$ cat src/sv/mfqs_ram.sv
// mfqs_ram: single write port, single read port memory with registered read data
// depends on nothing
module mfqs_ram #(
	parameter int DEPTH = 64,
	parameter int WIDTH = 8,
	localparam int AW = $clog2(DEPTH)
) (
	input  logic             clk,
	input  logic             we,
	input  logic [AW-1:0]    waddr,
	input  logic [WIDTH-1:0] wdata,
	input  logic [AW-1:0]    raddr,
	output logic [WIDTH-1:0] rdata
);

	logic [WIDTH-1:0] mem [DEPTH];

	// write port
	always_ff @(posedge clk) begin
		if (we) begin
			mem[waddr] <= wdata;
		end
	end

	// registered read port
	always_ff @(posedge clk) begin
		rdata <= mem[raddr];
	end

endmodule

$ cat config.mk
export PLATFORM = sky130hd
export DESIGN_NAME = mfqs_ram
export DESIGN_NICKNAME = d
export VERILOG_FILES = /design/src/sv/mfqs_ram.sv
export SDC_FILE = /design/constraint.sdc
export NUM_CORES = 1
export LEC_CHECK = 0
export BUFFER_PORTS_ARGS = -buffer_cell sky130_fd_sc_hd__buf_4
export CAP_MARGIN = 20
export CORE_MARGIN = 2
export CORE_UTILIZATION = 36
export DETAILED_ROUTE_END_ITERATION = 10
export GPL_TIMING_DRIVEN = 1
export PLACE_DENSITY = 0.59
export SLEW_MARGIN = 10
export SYNTH_ARGS = -nofsm -noshare
export SYNTH_HDL_FRONTEND = slang
export SYNTH_SLANG_ARGS = --single-unit
$ cat constraint.sdc
create_clock -name clk -period 3.7 [get_ports clk]
set_input_delay 0.37 -clock clk [delete_from_list [all_inputs] [get_ports clk]]
set_output_delay 0.37 -clock clk [all_outputs]
set_load 0.03 [all_outputs]
==> flow_metrics.py <==
metrics = {
    "timing": {
        "fin_tns_setup_ns": 0,
        "post-route-period-util_pct": 64.1,
        "finalSetupViolations": 0,
        "hold_viol_final": 0,
        "fmax_mhz": 422,
        "worst_slack_ns": 1.33,
        "rsz0062_at_grt": "no",
        "slew_violations": 0,
        "fin_skew_ns": 0.0102,
        "relSlewSlack_pct": 39.5,
        "tightest_slew_ns": 0.905,
        "whs_ns": 0.176,
        "fin_crit_ns": 2.37,
    },
    "layout": {
        "fillers": 4824,
        "seqCellArea_sq_um": 15500,
        "area_growth_syn_to_layout_pct": 13.6,
        "diodes": 0,
        "multi_input_area_sq_um": 4320,
        "final_nets": 1025,
        "utilization_pct": 41.5,
        "layout-drive-gt1-share_pct": 26.5,
    },
    "grt": {
        "grt_pass1_wl_mm": 66.8,
        "grt-busiest-layer": "met2",
        "met1_usage_pct": 23.1,
        "grtUsageMet3_pct": 3.04,
        "grt_pass1_vias": 9859,
        "grt_use_total_pct": 16.1,
        "grt_max_degree": 65,
        "antenna_found_initial": 2,
        "gr-total-overflow": 0,
        "grt_use_met2_pct": 25.4,
    },
    "clocking": {
        "cts_made_buffers": 50,
        "clockRootBuffer": "clkbuf_16",
        "tritoncts": "built",
        "clk-insertion-delay-late_ns": 0.57,
        "cts_buffer_depth": 3,
        "cts_resized": 0,
        "post_cts_buffers": 0,
        "cts_max_level": 2,
        "cts.sinks": 520,
        "cts.reportedPaths.clkPinSlew_ns": 0.06,
        "cts_hold_buf": 0,
    },
    "run_status": {
        "status": "complete, no violations",
    },
    "drt": {
        "viasPerCell": 5.35,
        "wirelength_mm": 45.8,
        "routedWlPerCell_um": 25.6,
        "drt_iter0_markers": 858,
        "drc_errors": 0,
        "ant_nets": 0,
        "via_count": 9579,
        "detail_route.first_pass.iterations": 5,
    },
    "yosys": {
        "synthArstFlopShare_pct": 0,
        "syn_area_sq_um": 20200,
        "synth.distinct_cells": 40,
        "synthFlopType": "edfxtp_1",
        "postSynthCellCount": 940,
        "syn_nets": 962,
        "synth-edff-count": 512,
        "ys_seq_elements": 520,
        "synth_area_per_cell_sq_um": 21.5,
        "yosysSeqAreaShare_pct": 77.0,
        "yosysWarnings": 0,
    },
    "floorplan": {
        "fp.dieW_um": 241,
        "rows": 86,
        "die_y_um": 241,
        "ios": 30,
        "die-area_sq_um": 57900,
        "core_area_sq_um": 55200,
        "initial_core_util_pct": 36.5,
    },
    "setup_path": {
        "worstSetupEndpointType": "flop",
        "max_stage_delay_ns": 0.56,
        "cp-start-kind": "input port",
        "crit_buf_inv": 2,
        "cp.arrival_ns": 2.80,
        "cp.required_ns": 4.13,
        "crit_path_frequent_cell": "mux4_2",
        "cp_top_family": "multiplexers",
        "crit_fanout": 34,
        "cp_cell_sequence": "clkbuf_8 -> buf_4 -> mux4_2 -> mux4_2 -> o21ai_0 -> nand2_1",
        "slowest_stage": "mux4_2",
        "critical_path_class": "input port to flop",
    },
    "placement": {
        "place_congestion": 0.786,
        "dp_hpwl_mm": 27.6,
        "port-buffer-count": 29,
        "pre_cts_ws_ns": 0.768,
    },
    "power_and_ir_drop": {
        "combPwrFrac_pct": 5.2,
        "power_frac_seq_pct": 53.6,
        "switchingPower_mw": 2.52,
        "p_per_area_nw_per_um2": 533,
        "internal_power_mw": 9.69,
        "fin_total_pwr_mw": 12.2,
        "power_frac_clock_pct": 41.3,
        "leakagePower_nw": 7.08,
        "switching_share_pct": 20.7,
        "ir_drop_mv": 0.323,
    },
    "hold_path": {
        "hold_path_class": "input port to flop",
    },
    "run": {
        "cap_viol_max_count": 0,
    },
}
==> worst min-delay path, stage by stage <==
cell       delay [ns]
buf_4            0.18
nand2_1          0.08
o2bb2ai_1        0.05
==> power groups by stage <==
stage / registers (mW) / clock network, mW / logic [mW]
3_5_place_dp: 6.67 / 0 / 0.636
2_1_floorplan: 6.68 / 0 / 0.347
3_3_place_gp: 6.67 / 0 / 0.630
6_report: 6.54 / 5.04 / 0.629
4_1_cts: 6.54 / 5.13 / 0.638
5_1_grt: 6.54 / 5.37 / 0.671
==> cells in the final DEF, fill, tap and decap left out, types with 3 or more instances in the layout <==
cell type,n
a211oi_1,4
nor3_1,7
nand2b_1,7
o22ai_1,8
buf_4,59
o221ai_1,8
a22oi_1,3
clkinv_2,9
clkbuf_8,10
a221oi_1,6
a21oi_1,3
nor2_1,83
clkbuf_16,53
mux2_2,13
o2bb2ai_1,3
o2111ai_1,3
edfxtp_1,512
nor2b_1,14
nand3_1,13
nand2_1,19
nand3b_1,3
mux4_2,126
mux2i_1,23
clkbuf_1,15
dfxtp_1,8
clkinv_1,4
==> logic make-up (layout without fill, tap and decap cells) <==
logic type	count (synthesis)	count (layout)	synth area share [%]
multiplexers	162	162	15.9
buffers and inverters	51	155	1.57
AND/OR/NAND/NOR	153	153	3.39
flip-flops	520	520	77.0
AO/OA/AOI/OAI	54	54	2.07
==> stage by stage <==
stage | instance area [sq um] | std cells
2_1_floorplan | 20200 | 940
3_3_place_gp | 21300 | 1699
3_5_place_dp | 21300 | 1699
4_1_cts | 22900 | 1792
5_1_grt | 22900 | 1792
6_report | 22900 | 1792
==> metal layers <==
metal,vias up,wire length (um)
li1,4062,-
met1,5141,20400
met2,315,21500
met3,61,2940
met4,0,1010
met5,-,0
==> sequential cells by signal (all words and copies together) (netlist names) <==
name,flops
mem,512
rdata,8
==> cells in the mapped netlist (3+ instances only) <==
cell,number,area share (%)
nand2b_1,7,0.22
a211oi_1,4,0.15
nand3b_1,3,0.11
a221oi_1,6,0.26
nor2b_1,14,0.43
edfxtp_1,512,76
nand2_1,19,0.35
nand3_1,13,0.32
clkbuf_1,17,0.32
buf_2,11,0.27
a21oi_1,3,0.074
buf_1,4,0.074
mux2i_1,23,1.1
dfxtp_1,8,0.79
o2bb2ai_1,3,0.13
mux4_2,126,14
buf_6,4,0.22
o221ai_1,8,0.35
buf_4,13,0.48
nor3_1,7,0.17
o22ai_1,8,0.25
a22oi_1,3,0.11
o2111ai_1,3,0.13
nor2_1,83,1.5
mux2_2,13,0.73
==> final cells by class <==
cell class / count / area share, %
multi-input combinational: 369 / 18.8
tap: 748 / 4.08
sequential: 520 / 67.8
clock inverter: 16 / 0.557
clock buffer: 77 / 6.57
timing repair buffer: 62 / 2.17
==> worst paths after layout <==
kind	from	endpoint	slack, ns	depth (start not counted)
worst max-delay path	raddr[0]	rdata[7]$_DFF_P_	1.33	6
worst min-delay path	raddr[5]	rdata[1]$_DFF_P_	0.18	3
worst max register to register	mem[20][6]$_DFFE_PP_	rdata[6]$_DFF_P_	1.52	5
worst min register to register	mem[4][7]$_DFFE_PP_	rdata[7]$_DFF_P_	0.84	4
No activity file was read; power rests on OpenSTA's default activity.
