===== config.mk =====
export PLATFORM = sky130hd
export DESIGN_NAME = mfqs_age
export DESIGN_NICKNAME = d
export VERILOG_FILES = /design/src/sv/mfqs_pkg.sv /design/src/sv/mfqs_age.sv
export SDC_FILE = /design/constraint.sdc
export NUM_CORES = 1
export LEC_CHECK = 0
export BUFFER_PORTS_ARGS = -buffer_cell sky130_fd_sc_hd__buf_2
export CORE_MARGIN = 2
export CORE_UTILIZATION = 53
export DETAILED_ROUTE_END_ITERATION = 8
export PLACE_DENSITY = 0.85
export SYNTH_ARGS = -nofsm -noshare
export SYNTH_HDL_FRONTEND = slang
export SYNTH_SLANG_ARGS = --single-unit
export TNS_END_PERCENT = 20

===== constraint.sdc =====
create_clock -name vclk -period 4.7
set_clock_uncertainty 0.15 [all_clocks]
set_input_delay 0.705 -clock vclk [all_inputs]
set_output_delay 0.705 -clock vclk [all_outputs]
set_load 0.1 [all_outputs]

===== src/sv/mfqs_pkg.sv =====
// mfqs_pkg: shared types, widths and codes of the multilevel feedback queue scheduler
// depends on nothing; imported by mfqs_age, the top level and the bench
package mfqs_pkg;

	// payload field widths
	localparam int ID_W      = 6;
	localparam int LVL_W     = 3;
	localparam int NOW_W     = 32;
	localparam int CNT_W     = 9;
	localparam int THR_W     = 32;
	localparam int MODE_W    = 2;
	localparam int CFG_IDX_W = 4;

	// stream packing
	localparam int S_DATA_W  = 48;
	localparam int S_ID_LO   = 0;
	localparam int S_LVL_LO  = S_ID_LO + ID_W;
	localparam int S_NOW_LO  = S_LVL_LO + LVL_W;
	localparam int M_DATA_W  = 24;
	localparam int M_PAD_W   = M_DATA_W - ID_W - LVL_W - 1 - CNT_W;

	// defaults
	localparam int DEF_NUM_TASKS  = 64;
	localparam int DEF_NUM_LEVELS = 5;
	localparam int DEF_TIME_WIDTH = 32;
	localparam logic [THR_W-1:0] THR_RESET = THR_W'(200);

	// register indexes
	localparam logic [CFG_IDX_W-1:0] REG_AGE_THR = CFG_IDX_W'(0);
	localparam logic [CFG_IDX_W-1:0] REG_IDLE_ID = CFG_IDX_W'(1);

	typedef enum logic [MODE_W-1:0] {
		MODE_ENQ = 2'd0,
		MODE_SEL = 2'd1,
		MODE_REM = 2'd2,
		MODE_AGE = 2'd3
	} mode_t;

	typedef enum logic [4:0] {
		S_IDLE,
		S_DEC,
		S_SEL_RD,
		S_SEL_DAT,
		S_RM_LV,
		S_RM_CHK,
		S_RM_RD,
		S_RM_CMP,
		S_RM_END,
		S_PUT,
		S_BS_LV,
		S_BS_RD,
		S_BS_ID,
		S_BS_TM,
		S_BS_PRD,
		S_BS_PID,
		S_DONE
	} state_t;

endpackage


===== src/sv/mfqs_age.sv =====
// mfqs_age: shared wait-time unit, wrapping subtract and compare against the threshold
// depends on mfqs_pkg
module mfqs_age #(
	parameter int TW = 32
) (
	input  logic [TW-1:0]              now_v,
	input  logic [TW-1:0]              entry,
	input  logic [mfqs_pkg::THR_W-1:0] thr,
	output logic                       older
);
	import mfqs_pkg::*;

	localparam int CW = (TW > THR_W) ? TW : THR_W;

	logic [TW-1:0] wait_v;

	// waiting time wraps at the time width
	assign wait_v = now_v - entry;
	assign older  = CW'(wait_v) > CW'(thr);

endmodule


==> out/results.tsv, run 1 <==
stage	metric	value	unit
run_status	outcome	complete, but fails checks	
run_status	violations	setup timing	
clock_tree	cts_hold_buf	0	
routing	drt_iter0_drc	119	
global_routing	antenna_found_initial	0	
synth	ys_seq_area_share	0	%
synth	netlist_area	2680	um^2
finish	final_layout_size_suffix_gt1_share	36.3	%
placed_design	io_buffers	97	
critical_path	crit_required	3.85	ns
timing	fmaxAchievable	212	MHz
finish	fin_nets	686	
finish	area_delta_synth_final	43.2	%
synth	yosysWarnings	0	
global_routing	grt_pass1_wl	12300	um
timing	worstMarginPinSlew	0.460	ns
finish	nClkBuffers	0	
critical_path	critical_path_arrival	3.87	ns
timing	finalSetupViolCount	1	
synth	ys_top_cells_by_area	ha_1 (29%), inv_1 (9.7%), a21oi_1 (7.7%)	
routing	antenna_left	0	
finish	seq_cells	0	
power_and_ir_drop	vdd_drop_max	86.2	uV
die	io-pin-count	97	
global_routing	grt_usage	26.7	%
finish	diodes	0	
routing	route.detailed.drc	0	
placed_design	place_inst	583	
die	die_h	75.1	um
timing	rsz0062_at_grt	true	
routing	avgRoutedWirePerCell	13.4	um
finish	final_cell_mix	buf_2 (94), inv_1 (65), ha_1 (56), buf_4 (45), a21oi_1 (31)	
power_and_ir_drop	powerDensity	156	nW/um^2
finish	fin_util	80.1	%
critical_path	cp_slowest_cell	ha_1	
critical_path	crit_top_cell	buf_4	
critical_path	critPathLaunchType	primary input	
die	num_rows	25	
routing	drt_first_pass_iters	4	
critical_path	path_max_fanout	7	
timing	fin_ws	-0.0234	ns
critical_path	crit_chain	buf_4 -> inv_8 -> ha_4 -> nor2b_4 -> o31a_1 -> o2111ai_2 -> a21oi_2 -> nor3b_4 -> buf_6 -> buf_4 -> a21oi_1 -> xnor2_1 -> ha_1 -> nand4_1 -> buf_4 -> nor2_1 -> a21oi_2 -> a32oi_4 -> buf_12	
die	start_util	56.0	%
placed_design	hpwl	6530	um
hold_path	holdCritPathClass	in -> out	
finish	register_area	0	um^2
finish	num-fill-cells	336	
synth	synth_cell_types	52	
critical_path	cp-end-kind	output pin	
routing	via_per_inst	5.51	
synth	yosys.area.top_type	ha_1	
die	die_w	75.1	um
run	maxCapViolCount	0	
global_routing	grt_max_degree	11	
routing	num_vias	3256	
routing	wl	7910	um
synth	synth_top_cell_area_share	29.4	%
timing	slew_headroom	69.0	%
critical_path	worstSetupPathType	in -> out	
power_and_ir_drop	p_leak	2.15	nW
placed_design	routabilityCongestion	0.968	
critical_path	max_stage_delay	0.31	ns
global_routing	grt.overflow.total	0	
global_routing	grt_pass1_vias	3029	
die	core_area	4790	um^2
finish	final_common_cell	buf_2	
timing	slew_violations	0	
synth	synth_cells	388	
power_and_ir_drop	report.power.total	0.600	mW
finish	layout.cells.non_filler	591	
timing	fin_crit_sh	100	%
synth	syn_nets	548	
timing	hold_violations	0	
timing	fin_crit	4.72	ns
synth	syn_area_per_cell	6.90	um^2
die	fp.dieArea	5640	um^2
## power by group
group | internal, mW | total (mW) | switching (mW)
Clock | 0 | 0 | 0
Sequential | 0 | 0 | 0
Combinational | 0.292 | 0.600 | 0.308
Total | 0.292 | 0.600 | 0.308
## per-layer routing
| layer | GRT usage, % | wire length (um) | vias up |
|---|---|---|---|
| met5 | 0 | 0 | - |
| met1 | 32.2 | 3330 | 1480 |
| li1 | - | - | 1647 |
| met4 | 6.35 | 108 | 0 |
| met2 | 51.3 | 4070 | 117 |
| met3 | 1.47 | 411 | 12 |
## area by class of cell
| cell class | instances | area [um^2] | area share, % |
|---|---|---|---|
| inverters | 69 | 267 | 6.95 |
| multi-input cells | 312 | 2620 | 68.4 |
| well taps | 67 | 83.8 | 2.19 |
| repair buffers | 143 | 862 | 22.5 |
## worst paths after layout
| path | startpoint | to | slack [ns] | depth (start not counted) |
|---|---|---|---|---|
| max | entry[1] | older | -0.02 | 19 |
| min | thr[0] | older | 2.05 | 6 |
## logic make-up (layout without fill, tap and decap cells)
group                      count (synthesis)  count (layout)  synth area share [%]
AOI/OAI and AO/OA                        134             134                  32.3
and+or+nand+nor                           86              86                  17.3
buffers and inverters                     76             212                  11.0
adders and majority gates                 64              64                  30.2
xor gates and xnor gates                  27              27                  8.83
muxes                                      1               1                 0.374
## through the flow
| stage | hold WS (ns) | worst slack (ns) | setup TNS (ns) | instance area (um^2) |
|---|---|---|---|---|
| after floorplan | 1.93 | -0.0326 | -0.0326 | 2770 |
| after global routing | 2.11 | -0.187 | -0.187 | 3830 |
| after CTS | 2.05 | 0.00208 | 0 | 3700 |
| after detailed placement | 2.05 | -0.141 | -0.141 | 3610 |
| final | 2.05 | -0.0234 | -0.0234 | 3830 |
| after global placement | 2.04 | -0.0836 | -0.0836 | 3610 |
## what timing repair did
action                     in CTS  in global routing
cloned                          0                  0
pin swaps                      26                 17
gates resized for setup        19                 20
setup endpoints to repair       1                  1
setup buffers                   6                  3
## worst max-delay path: cells and delay by family
family | cells | cell delay, ns
compound gates | 6 | 1.05
xor+xnor | 1 | 0.15
fa+ha+maj | 2 | 0.50
simple gates | 4 | 0.63
buf+inv | 6 | 0.83
## cells in the mapped netlist, types with 5 or more instances
library cell	n
a21o_1	26
o21ai_0	26
ha_1	63
nand3_1	7
nand2b_1	5
nand4_1	15
xor2_1	11
inv_1	69
nor2_1	21
xnor2_1	16
nand2_1	16
a21oi_1	41
nor2b_1	6
o21a_1	9
Power figures use the tool's default switching activity.
==> run 2: changes to the inputs <==
--- a/config.mk
+++ b/config.mk
@@ -9,6 +9,7 @@
 export CORE_MARGIN = 2
 export CORE_UTILIZATION = 53
 export DETAILED_ROUTE_END_ITERATION = 8
+export GPL_TIMING_DRIVEN = 0
 export PLACE_DENSITY = 0.85
 export SYNTH_ARGS = -nofsm -noshare
 export SYNTH_HDL_FRONTEND = slang
==> run 2 against run 1 <==
Net effect:
- the run still ends with setup timing left
- sequential share of layout area stayed put
- highest routed layer unchanged
- via count is 7.5% higher
- largest cell class unchanged
- sequential cell count stayed put
- core utilization is 1.4 points higher
- final area is 1.8% higher
- die area stayed put
- critical endpoint unchanged
==> out/results.tsv, run 2 (synthesized netlist as in run 1, its figures left out) <==
stage	metric	value	unit
timing	fin_crit_sh	104	%
global_routing	grt_usage	26.4	%
timing	rsz0062_at_grt	true	
critical_path	crit_chain	buf_2 -> inv_1 -> ha_1 -> nand2_1 -> nor2_1 -> o211ai_1 -> a21boi_1 -> o21ai_1 -> o311ai_1 -> ha_1 -> a21o_1 -> a21o_1 -> a21oi_2 -> o21ai_0 -> a21oi_1 -> a32oi_4 -> buf_12	
placed_design	place_inst	552	
timing	hold_ws	2.07	ns
critical_path	critical_path_arrival	4.04	ns
routing	num_vias	3500	
critical_path	path_max_fanout	6	
finish	final_cell_mix	buf_2 (94), inv_1 (64), ha_1 (49), a21oi_1 (32), buf_4 (31)	
die	fp.dieArea	5640	um^2
power_and_ir_drop	p_switching	0.338	mW
timing	fin_tns_setup	-0.196	ns
critical_path	max_stage_delay	0.44	ns
critical_path	crit_cells	17	
power_and_ir_drop	vdd_drop_max	83.7	uV
run	maxCapViolCount	0	
routing	drt_iter0_drc	193	
power_and_ir_drop	seq_power_share	0	%
power_and_ir_drop	report.power.total	0.639	mW
placed_design	io_buffers	97	
routing	drt_first_pass_iters	5	
die	num_rows	25	
finish	area_delta_synth_final	45.7	%
timing	slew_violations	0	
placed_design	hpwl	6120	um
run_status	outcome	complete, but fails checks	
finish	layout.cells.non_filler	581	
critical_path	crit_buf_inv	3	
timing	slew_headroom	68.5	%
global_routing	antenna_found_initial	0	
critical_path	crit_start	entry[10]	
finish	final_layout_size_suffix_gt1_share	37.9	%
critical_path	crit_required	3.85	ns
global_routing	grt_pass1_vias	2890	
finish	diodes	0	
power_and_ir_drop	powerDensity	164	nW/um^2
timing	worstMarginPinSlew	0.465	ns
placed_design	routabilityCongestion	0.882	
run_status	violations	setup timing	
routing	avgRoutedWirePerCell	16.1	um
critical_path	cp-end-kind	output pin	
finish	nClkBuffers	0	
critical_path	crit_family	compound AO/OA/AOI/OAI gates	
die	io-pin-count	97	
global_routing	grt_max_degree	11	
finish	design_area	3900	um^2
hold_path	holdCritPathClass	in -> out	
die	core_area	4790	um^2
finish	seq_cells	0	
finish	register_area	0	um^2
clock_tree	cts_hold_buf	0	
die	start_util	56.0	%
power_and_ir_drop	clock_power_share	0	%
timing	fin_crit	4.90	ns
placed_design	place_ws	-0.522	ns
die	die_h	75.1	um
critical_path	critPathLaunchType	primary input	
timing	fmaxAchievable	204	MHz
critical_path	cp_slowest_cell	o311ai_1	
routing	antenna_left	0	
die	die_w	75.1	um
timing	finalSetupViolCount	1	
routing	route.detailed.drc	0	
critical_path	worstSetupPathType	in -> out	
placed_design	placed_area	3340	um^2
routing	wl	9330	um
global_routing	grt_pass1_wl	12100	um
power_and_ir_drop	combPwrFrac	100.0	%
timing	fin_ws	-0.196	ns
timing	hold_violations	0	
power_and_ir_drop	p_int	0.301	mW
finish	final_common_cell	buf_2	
power_and_ir_drop	sw_frac_of_total	52.9	%
finish	fin_util	81.6	%
global_routing	grt.overflow.total	0	
routing	via_per_inst	6.02	
critical_path	crit_end	older	
power_and_ir_drop	p_leak	2.11	nW
finish	fin_nets	676	
## run 2: cell types whose count changed in the layout (fill, tap and decap cells not counted), sizes merged
cell  before  now
buf      143  133
## run 2: final cells by class
| cell class | instances | area [um^2] |
|---|---|---|
| multi-input combinational | 312 | 2750 |
| timing repair buffer | 130 | 772 |
| fill | 320 | 882 |
| buffer | 3 | 30.0 |
| inverter | 69 | 269 |
| tap | 67 | 83.8 |
## run 2: timing repair
action | in CTS | in global routing
pin swaps | 21 | 25
resized for setup | 27 | 44
endpoints found under the hold margin | 0 | 0
buffers inserted | 21 | 12
setup endpoints to repair | 1 | 1
cloned | 0 | 0
## run 2: tightest hold or removal path, cell delays in order
cell	delay [ns]
buf_2	0.08
ha_1	0.13
nand4_1	0.07
nor2_1	0.20
a32oi_4	0.15
buf_12	0.16
## run 2: power groups by stage
stage,Sequential (mW),Combinational (mW),Clock [mW]
after floorplan,0,0.369,0
after global placement,0,0.470,0
after detailed placement,0,0.493,0
after CTS,0,0.543,0
after global routing,0,0.694,0
final,0,0.639,0
## run 2: worst min path at each step
stage / start / to / slack [ns] / cells past startpoint
global route: thr[0] / older / 2.10 / 6
detailed placement: thr[0] / older / 2.14 / 6
floorplan: thr[0] / older / 1.93 / 4
finish: thr[0] / older / 2.07 / 6
global placement: thr[0] / older / 2.12 / 6
CTS: thr[0] / older / 2.03 / 6
## run 2: metal layers
layer  vias up  GRT usage, %  share of wire [%]
met5         -             0                  0
met4         0          3.57                4.8
met3        54         0.937                7.2
met2       196          50.3                 49
met1      1614          33.4                 39
li1       1636             -                  -
